`config.mk`:
```
export PLATFORM = sky130hd
export DESIGN_NAME = scalar_kalman_smoother
export DESIGN_NICKNAME = d
export VERILOG_FILES = /design/src/rtl/sks_pkg.sv /design/src/rtl/sks_alu.sv /design/src/rtl/sks_core.sv /design/src/rtl/scalar_kalman_smoother.sv
export SDC_FILE = /design/constraint.sdc
export NUM_CORES = 1
export LEC_CHECK = 0
export BUFFER_PORTS_ARGS = -buffer_cell sky130_fd_sc_hd__buf_2
export CORE_MARGIN = 2
export CORE_UTILIZATION = 55
export CTS_CLUSTER_DIAMETER = 200
export DETAILED_ROUTE_END_ITERATION = 8
export PLACE_DENSITY = 0.74
export REMOVE_ABC_BUFFERS = 1
export SYNTH_ARGS = -nofsm -noshare
export SYNTH_HDL_FRONTEND = slang
export SYNTH_SLANG_ARGS = --single-unit
export TNS_END_PERCENT = 1
```
`constraint.sdc`:
```
create_clock -name clock -period 7.9 [get_ports clock]
set_input_delay 1.185 -clock clock [delete_from_list [all_inputs] [get_ports clock]]
set_output_delay 1.185 -clock clock [all_outputs]
set_load 0.005 [all_outputs]
```
`src/rtl/sks_pkg.sv`:
```
`default_nettype none

package sks_pkg;

   // Fixed field widths of the item and register formats
   localparam int unsigned MEAS_W = 33;
   localparam int unsigned EST_W  = 49;
   localparam int unsigned GAIN_W = 17;
   localparam int unsigned COV_W  = 33;
   localparam int unsigned NOISE_W = 32;
   localparam int unsigned PT_W   = 34;
   localparam int unsigned DEN_W  = 35;

   // Configuration register indexes
   localparam int unsigned CSR_IDX_W = 2;
   localparam logic [CSR_IDX_W-1:0] CSR_PROCESS_NOISE    = 2'd0;
   localparam logic [CSR_IDX_W-1:0] CSR_MEASURE_NOISE    = 2'd1;
   localparam logic [CSR_IDX_W-1:0] CSR_INITIAL_ESTIMATE = 2'd2;

   // Register reset values
   localparam logic [NOISE_W-1:0] PROCESS_NOISE_RST = 32'd655;
   localparam logic [NOISE_W-1:0] MEASURE_NOISE_RST = 32'd65536;

   // Sequencer states
   typedef enum logic [3:0] {
      ST_IDLE,
      ST_PRED,
      ST_DEN,
      ST_DIV,
      ST_DIFF,
      ST_MULE,
      ST_SUME,
      ST_ONEK,
      ST_MULC,
      ST_DONE
   } state_type;

   // Shared adder operations
   typedef enum logic {
      ALU_ADD,
      ALU_SUB
   } alu_op_type;

   // Noise registers seen by the sequencer
   typedef struct packed {
      logic [NOISE_W-1:0] process_noise;
      logic [NOISE_W-1:0] measure_noise;
   } noise_type;

   // Restart request from the register file
   typedef struct packed {
      logic             restart;
      logic [EST_W-1:0] restart_est;
   } restart_type;

   // Result item, estimate in the lowest bits
   typedef struct packed {
      logic [COV_W-1:0]  covariance;
      logic [GAIN_W-1:0] gain;
      logic [EST_W-1:0]  estimate;
   } result_type;

endpackage

`default_nettype wire

```
`src/rtl/sks_alu.sv`:
```
`default_nettype none

module sks_alu #(
   parameter int unsigned W = 60
) (
   input  wire  sks_pkg::alu_op_type op,
   input  wire  logic signed [W-1:0] opa,
   input  wire  logic signed [W-1:0] opb,
   output logic signed [W-1:0]       sum,
   output logic signed [W-1:0]       half
);
   import sks_pkg::*;

   // Add or subtract, then offer the sum halved with floor
   always_comb begin
      case (op)
         ALU_SUB: sum = opa - opb;
         default: sum = opa + opb;
      endcase
      half = {sum[W-1], sum[W-1:1]};
   end

endmodule

`default_nettype wire

```
`src/rtl/sks_core.sv`:
```
`default_nettype none

module sks_core #(
   parameter int unsigned FRAC_BITS = 16
) (
   input  wire  logic                            clock,
   input  wire  logic                            reset,
   input  wire  logic                            start,
   input  wire  logic [sks_pkg::MEAS_W-1:0]      meas,
   input  wire  sks_pkg::noise_type              noise,
   input  wire  sks_pkg::restart_type            ctrl,
   input  wire  logic                            out_free,
   output logic                                  idle,
   output logic                                  done,
   output sks_pkg::result_type                   result
);
   import sks_pkg::*;

   localparam int unsigned F   = FRAC_BITS;
   localparam int unsigned SW  = (MEAS_W + F > EST_W) ? MEAS_W + F : EST_W;
   localparam int unsigned DW  = SW + 1;
   localparam int unsigned AW  = DW + 2;
   localparam int unsigned CW  = $clog2(F + 1);
   localparam logic [CW-1:0] LAST = CW'(F);

   state_type state_ff, state_in;
   logic [CW-1:0]          cnt_ff, cnt_in;
   logic [MEAS_W-1:0]      meas_ff, meas_in;
   logic [PT_W-1:0]        pt_ff, pt_in;
   logic [DEN_W-1:0]       den_ff, den_in;
   logic [DEN_W-1:0]       rem_ff, rem_in;
   logic [F:0]             k_ff, k_in;
   logic [F:0]             mbits_ff, mbits_in;
   logic signed [DW-1:0]   diff_ff, diff_in;
   logic signed [DW:0]     acc_ff, acc_in;
   logic signed [EST_W-1:0] est_ff, est_in;
   logic [COV_W-1:0]       cov_ff, cov_in;

   alu_op_type             op;
   logic signed [AW-1:0]   opa, opb, alu_sum, alu_half;
   logic signed [AW-1:0]   div_x, mcand;
   logic                   qbit;
   logic                   est_ovf, cov_ovf;
   logic [F+GAIN_W:0]      k_wide;

   localparam logic [COV_W-1:0] COV_ONE = {{(COV_W-F-1){1'b0}}, 1'b1, {F{1'b0}}};
   localparam logic signed [AW-1:0] ONE_A = {{(AW-F-1){1'b0}}, 1'b1, {F{1'b0}}};

   sks_alu #(.W(AW)) u_alu (
      .op   (op),
      .opa  (opa),
      .opb  (opb),
      .sum  (alu_sum),
      .half (alu_half)
   );

   // Overflow checks on the adder output
   assign est_ovf = (alu_sum[AW-1:EST_W-1] != {(AW-EST_W+1){1'b0}}) &&
                    (alu_sum[AW-1:EST_W-1] != {(AW-EST_W+1){1'b1}});
   assign cov_ovf = (alu_sum[AW-1:COV_W] != {(AW-COV_W){1'b0}});

   // Divider partial remainder: the first step takes pt itself
   assign div_x = (cnt_ff == '0) ? {{(AW-PT_W){1'b0}}, pt_ff}
                                 : {{(AW-DEN_W-1){1'b0}}, rem_ff, 1'b0};
   assign mcand = (state_ff == ST_MULE) ? {{2{diff_ff[DW-1]}}, diff_ff}
                                        : {{(AW-PT_W){1'b0}}, pt_ff};
   assign qbit  = !alu_sum[AW-1] && (den_ff != '0);

   // Sequence the shared adder through predict, divide, estimate update, 1-K and two multiplies
   always_comb begin
      state_in = state_ff;
      cnt_in   = cnt_ff;
      meas_in  = meas_ff;
      pt_in    = pt_ff;
      den_in   = den_ff;
      rem_in   = rem_ff;
      k_in     = k_ff;
      mbits_in = mbits_ff;
      diff_in  = diff_ff;
      acc_in   = acc_ff;
      est_in   = est_ff;
      cov_in   = cov_ff;
      op       = ALU_ADD;
      opa      = '0;
      opb      = '0;
      done     = 1'b0;
      unique case (state_ff)
         ST_IDLE: begin
            if (start) begin
               meas_in  = meas;
               state_in = ST_PRED;
            end
         end
         ST_PRED: begin
            opa      = {{(AW-COV_W){1'b0}}, cov_ff};
            opb      = {{(AW-NOISE_W){1'b0}}, noise.process_noise};
            pt_in    = alu_sum[PT_W-1:0];
            state_in = ST_DEN;
         end
         ST_DEN: begin
            opa      = {{(AW-PT_W){1'b0}}, pt_ff};
            opb      = {{(AW-NOISE_W){1'b0}}, noise.measure_noise};
            den_in   = alu_sum[DEN_W-1:0];
            cnt_in   = '0;
            state_in = ST_DIV;
         end
         ST_DIV: begin
            // Restoring divide, one quotient bit a cycle, MSB first
            op     = ALU_SUB;
            opa    = div_x;
            opb    = {{(AW-DEN_W){1'b0}}, den_ff};
            rem_in = qbit ? alu_sum[DEN_W-1:0] : div_x[DEN_W-1:0];
            k_in   = {k_ff[F-1:0], qbit};
            if (cnt_ff == LAST) begin
               state_in = ST_DIFF;
            end else begin
               cnt_in = cnt_ff + 1'b1;
            end
         end
         ST_DIFF: begin
            op       = ALU_SUB;
            opa      = {{(AW-MEAS_W-F){meas_ff[MEAS_W-1]}}, meas_ff, {F{1'b0}}};
            opb      = {{(AW-EST_W){est_ff[EST_W-1]}}, est_ff};
            diff_in  = alu_sum[DW-1:0];
            mbits_in = k_ff;
            acc_in   = '0;
            cnt_in   = '0;
            state_in = ST_MULE;
         end
         ST_MULE, ST_MULC: begin
            // Shift-add multiply, LSB first, halving after each fraction bit
            opa      = {acc_ff[DW], acc_ff};
            opb      = mbits_ff[0] ? mcand : '0;
            mbits_in = mbits_ff >> 1;
            if (cnt_ff == LAST) begin
               if (state_ff == ST_MULE) begin
                  acc_in   = alu_sum[DW:0];
                  state_in = ST_SUME;
               end else begin
                  cov_in   = cov_ovf ? {COV_W{1'b1}} : alu_sum[COV_W-1:0];
                  state_in = ST_DONE;
               end
            end else begin
               acc_in = alu_half[DW:0];
               cnt_in = cnt_ff + 1'b1;
            end
         end
         ST_SUME: begin
            // Apply the correction and clamp to the estimate range
            opa = {{(AW-EST_W){est_ff[EST_W-1]}}, est_ff};
            opb = {acc_ff[DW], acc_ff};
            if (est_ovf) begin
               est_in = alu_sum[AW-1] ? {1'b1, {(EST_W-1){1'b0}}}
                                      : {1'b0, {(EST_W-1){1'b1}}};
            end else begin
               est_in = alu_sum[EST_W-1:0];
            end
            state_in = ST_ONEK;
         end
         ST_ONEK: begin
            op       = ALU_SUB;
            opa      = ONE_A;
            opb      = {{(AW-F-1){1'b0}}, k_ff};
            mbits_in = alu_sum[F:0];
            acc_in   = '0;
            cnt_in   = '0;
            state_in = ST_MULC;
         end
         ST_DONE: begin
            done = 1'b1;
            if (out_free) begin
               state_in = ST_IDLE;
            end
         end
         default: begin
            state_in = ST_IDLE;
         end
      endcase
      // Restart the filter on a restart request from a register write
      if (ctrl.restart) begin
         est_in = ctrl.restart_est;
         cov_in = COV_ONE;
      end
   end

   // Control and filter state
   always_ff @(posedge clock) begin
      if (reset) begin
         state_ff <= ST_IDLE;
         est_ff   <= '0;
         cov_ff   <= COV_ONE;
      end else begin
         state_ff <= state_in;
         est_ff   <= est_in;
         cov_ff   <= cov_in;
      end
   end

   // Working registers
   always_ff @(posedge clock) begin
      cnt_ff   <= cnt_in;
      meas_ff  <= meas_in;
      pt_ff    <= pt_in;
      den_ff   <= den_in;
      rem_ff   <= rem_in;
      k_ff     <= k_in;
      mbits_ff <= mbits_in;
      diff_ff  <= diff_in;
      acc_ff   <= acc_in;
   end

   // Gain field keeps its low bits
   assign k_wide = {{GAIN_W{1'b0}}, k_ff};

   assign idle              = (state_ff == ST_IDLE);
   assign result.estimate   = est_ff;
   assign result.gain       = k_wide[GAIN_W-1:0];
   assign result.covariance = cov_ff;

endmodule

`default_nettype wire

```
`src/rtl/scalar_kalman_smoother.sv`:
```
// Items are taken one at a time: req_tready stays low from an item's accept on req_
//   until its result moves to the output register. One shared adder runs the gain
//   divide and the two shift-add multiplies one bit per cycle each.
// A finished result waits in the output register while the next item is taken.
// Reset (synchronous, active high): registers to Q=655, R=1.0, initial estimate 0;
//   estimate 0, covariance 1.0, no result pending. Known-index writes restart the filter.
`default_nettype none

module scalar_kalman_smoother #(
   parameter int unsigned FRAC_BITS = 16
) (
   input  wire  logic                              clock,
   input  wire  logic                              reset,
   // req_tdata: measurement[32:0], zero pad [39:33]
   input  wire  logic                              req_tvalid,
   output logic                                    req_tready,
   input  wire  logic [39:0]                       req_tdata,
   // rsp_tdata: estimate[48:0], gain[65:49], covariance[98:66], zero pad [103:99]
   output logic                                    rsp_tvalid,
   input  wire  logic                              rsp_tready,
   output logic [103:0]                            rsp_tdata,
   input  wire  logic                              csr_valid,
   output logic                                    csr_ready,
   input  wire  logic [sks_pkg::CSR_IDX_W-1:0]     csr_index,
   input  wire  logic [sks_pkg::EST_W-1:0]         csr_data
);
   import sks_pkg::*;

   logic [NOISE_W-1:0] q_ff, q_in;
   logic [NOISE_W-1:0] r_ff, r_in;
   logic [EST_W-1:0]   init_ff, init_in;
   logic               rsp_valid_ff, rsp_valid_in;
   result_type         rsp_data_ff, rsp_data_in;

   noise_type          noise;
   restart_type        ctrl;
   result_type         result;
   logic               core_idle, core_done, out_free, csr_write;

   assign csr_ready = 1'b1;
   assign csr_write = csr_valid && csr_ready;

   // Decode register writes; a known index also restarts the filter
   always_comb begin
      q_in         = q_ff;
      r_in         = r_ff;
      init_in      = init_ff;
      ctrl.restart = 1'b0;
      if (csr_write) begin
         unique case (csr_index)
            CSR_PROCESS_NOISE: begin
               q_in         = csr_data[NOISE_W-1:0];
               ctrl.restart = 1'b1;
            end
            CSR_MEASURE_NOISE: begin
               r_in         = csr_data[NOISE_W-1:0];
               ctrl.restart = 1'b1;
            end
            CSR_INITIAL_ESTIMATE: begin
               init_in      = csr_data;
               ctrl.restart = 1'b1;
            end
            default: begin
               ctrl.restart = 1'b0;
            end
         endcase
      end
      ctrl.restart_est = init_in;
   end

   always_ff @(posedge clock) begin
      if (reset) begin
         q_ff    <= PROCESS_NOISE_RST;
         r_ff    <= MEASURE_NOISE_RST;
         init_ff <= '0;
      end else begin
         q_ff    <= q_in;
         r_ff    <= r_in;
         init_ff <= init_in;
      end
   end

   assign noise.process_noise = q_ff;
   assign noise.measure_noise = r_ff;

   sks_core #(.FRAC_BITS(FRAC_BITS)) u_core (
      .clock    (clock),
      .reset    (reset),
      .start    (req_tvalid && req_tready),
      .meas     (req_tdata[MEAS_W-1:0]),
      .noise    (noise),
      .ctrl     (ctrl),
      .out_free (out_free),
      .idle     (core_idle),
      .done     (core_done),
      .result   (result)
   );

   assign req_tready = core_idle;

   // Output register: load when empty or draining, hold while stalled
   assign out_free = !rsp_valid_ff || rsp_tready;

   always_comb begin
      rsp_valid_in = rsp_valid_ff;
      rsp_data_in  = rsp_data_ff;
      if (out_free) begin
         rsp_valid_in = core_done;
         if (core_done) begin
            rsp_data_in = result;
         end
      end
   end

   always_ff @(posedge clock) begin
      if (reset) begin
         rsp_valid_ff <= 1'b0;
      end else begin
         rsp_valid_ff <= rsp_valid_in;
      end
   end

   always_ff @(posedge clock) begin
      rsp_data_ff <= rsp_data_in;
   end

   assign rsp_tvalid = rsp_valid_ff;
   assign rsp_tdata  = {5'b0, rsp_data_ff};

endmodule

`default_nettype wire

```
==> reports/metrics.yaml <==
final_layout:
  final_util: 0.656
  nets: 3273
  area_growth_pct: 17.5
  layout.cells.non_filler: 3862
  mostFrequentLayoutCells: "376 x edfxtp_1, 309 x nand2_1, 254 x a21oi_1"
  drive_gt1_frac: 0.200
  final_common_cell: "edfxtp_1"
grt:
  track_usage: 0.370
  antenna_found_initial: 4
  grt_max_degree: 110
  grt.overflow.total: 0
  grt_pass1_wl_mm: 156
  grt_pass1_vias: 25176
power_and_ir_drop:
  peakVddDrop_uv: 196
  powerDensity_nw_per_um2: 239
  p_leak_uw: 0.0139
run:
  timing.max_cap.violations: 0
timing:
  fmax_mhz: 132
  slew_headroom: 0.0553
  worstMarginPinSlew_ps: 1420
  finalMaxSlewViolations: 0
  hold_viol_final: 0
  grt_setup_unrepaired: "no"
  fin_crit_sh: 0.960
  post-route-min-period_ps: 7580
  setup-violations-final: 0
  fin_worst_skew_ps: 25.6
floorplanning:
  start_util: 0.558
  dieArea_um2: 55300
  row_count: 84
  die_y_um: 235
  coreArea_um2: 52700
  die_w_um: 235
  pin_count: 203
clock_tree:
  clock_latency_ps: 640
  cts_buffers: 59
  root_buffer: "clkbuf_16"
  cts_max_level: 2
  cts_setup_buffers: 0
  cts_sinks: 576
  cts_resized: 0
  cts_tree: "yes"
  clk_pin_slew_ps: 60
  cts_buffer_depth: 3
  ctsHoldBuffers: 0
critical_path:
  crit_buf_inv: 6
  worstPathMaxFanout: 31
  critPathLaunchType: "register"
  end_kind: "register"
  crit_type: "register to register"
  cp_slowest_cell: "dfxtp_2"
  arrival_ps: 8050
  critPathRequiredTime_ps: 8370
  path_delay_family: "simple AND/OR/NAND/NOR gates"
  cpPeakStageDelay_ps: 590
  rrSetupSlack_ps: 320
  crit_path_frequent_cell: "buf_4"
route:
  wl_mm: 106
  dr.pass1.iters: 9
  antenna_left: 0
  via_per_inst: 6.68
  wl_per_cell_um: 27.4
  drt_iter0_markers: 3298
  drc: 0
  vias: 25802
place:
  hpwl_mm: 71.6
  numPortBuffers: 189
  gp_congestion: 1.02
  dp.cells: 3749
yosys:
  ys_top_cells_by_area: "edfxtp_1 38%, dfxtp_1 14%, mux2i_1 5.9%, a21oi_1 4.3%, nand2_1 4.0%"
  dominantRegCellSynth: "edfxtp_1"
  yosysTopAreaCellShare: 0.384
  netlist_instances: 2808
  seq_area_frac_synth: 0.520
  synthArstFlopShare: 0
  yosys.cell_types.count: 98
  synth-seq-cells: 576
  yosysTopAreaCell: "edfxtp_1"
  synth-edff-count: 376
  syn-cell-area_um2: 29400
  syn_avg_cell_area_um2: 10.5
  yosys_warnings: 0
worst_hold_path:
  hp-class: "register to register"
run_status:
  status: "finished clean"
[registers in the layout, summed over array words and instances (netlist names)]
signal           cells
q_ff                32
u_core.cov_ff       33
u_core.k_ff         17
u_core.est_ff       49
u_core.den_ff       35
r_ff                32
rsp_tdata           99
rsp_tvalid           1
u_core.cnt_ff        5
u_core.mbits_ff     17
u_core.rem_ff       35
u_core.pt_ff        34
u_core.diff_ff      50
u_core.state_ff      4
init_ff             49
u_core.meas_ff      33
u_core.acc_ff       51
[worst reg2reg max path, delay by kind of cell (launching register included)]
kind | cells | cell delay, ps
xor+xnor | 1 | 200
flops | 1 | 590
fa+ha+maj | 1 | 260
simple gates | 7 | 2540
buf+inv | 6 | 1530
compound gates | 10 | 2300
[power breakdown]
group / switching (uW) / total [uW] / internal (uW) / leakage, uW
clock network: 1230 / 2790 / 1560 / 0.000965
registers: 83.3 / 3540 / 3460 / 0.00522
logic: 1220 / 1930 / 707 / 0.00769
total: 2530 / 8260 / 5720 / 0.0139
[final cells by class]
type / count / area (um2)
Antenna cell: 1 / 2.50
Clock buffer: 76 / 1670
Clock inverter: 36 / 263
Fill cell: 4083 / 18100
Inverter: 91 / 343
Multi-Input combinational cell: 1943 / 12900
Sequential cell: 576 / 15300
Tap cell: 688 / 861
Timing Repair Buffer: 451 / 3170
[worst paths after layout]
kind | from | to | depth (start not counted)
min | u_core.cov_ff[25] | rsp_tdata[91] | 0
max reg2reg | u_core.state_ff[2] | u_core.cov_ff[3] | 25
max | u_core.state_ff[2] | u_core.cov_ff[3] | 25
min reg2reg | u_core.cov_ff[25] | rsp_tdata[91] | 0
[through the flow]
step	TNS [ps]	worst slack (ps)	cell area (um2)	power (uW)	hold slack (ps)
4_1_cts	0	410	34500	8210	449
6_report	0	317	34500	8260	452
2_1_floorplan	-856950	-4610	28400	4620	425
3_5_place_dp	0	478	32600	5460	437
3_3_place_gp	0	479	32600	5420	439
5_1_grt	0	80.9	34500	8510	451
[layer usage]
metal	up-vias	track usage	wire, um
li1	11162	-	-
met1	12411	0.467	39300
met2	1798	0.604	49200
met3	431	0.0702	10900
met4	0	0.202	6470
met5	-	0	0
[Yosys cell counts (9+ instances only)]
cell	number
a211oi_1	13
o21ai_0	114
inv_1	88
nand3_1	19
mux2_2	14
buf_1	19
nor2_1	245
edfxtp_1	376
xnor2_1	45
a31oi_1	56
buf_6	15
o211ai_1	27
or4bb_1	9
xor2_1	51
nand3b_1	19
clkbuf_1	123
nor2b_1	13
buf_4	13
a222oi_1	35
a22oi_1	72
a21oi_1	255
o31ai_1	11
o221ai_2	20
dfxtp_1	200
mux2i_1	174
nand2_1	312
ha_1	54
nand4b_1	16
nor4_1	15
o221ai_1	42
nor3_1	28
o2111ai_1	27
and2_1	14
buf_2	30
and3b_1	15
nand4_1	14
a21o_1	22
nand2b_1	15
and3_1	19
[cell families after synthesis]
kind of cell             count (synthesis)  synth area share
adder cells (fa/ha/maj)                 55            0.0237
other                                    2          0.000255
buffers and inverters                  293            0.0449
XOR/XNOR                                97            0.0292
AO/OA/AOI/OAI                          784             0.182
multiplexers                           193            0.0669
AND/OR/NAND/NOR                        808             0.133
flip-flops                             576             0.520
(Power assumes the default switching activity.)
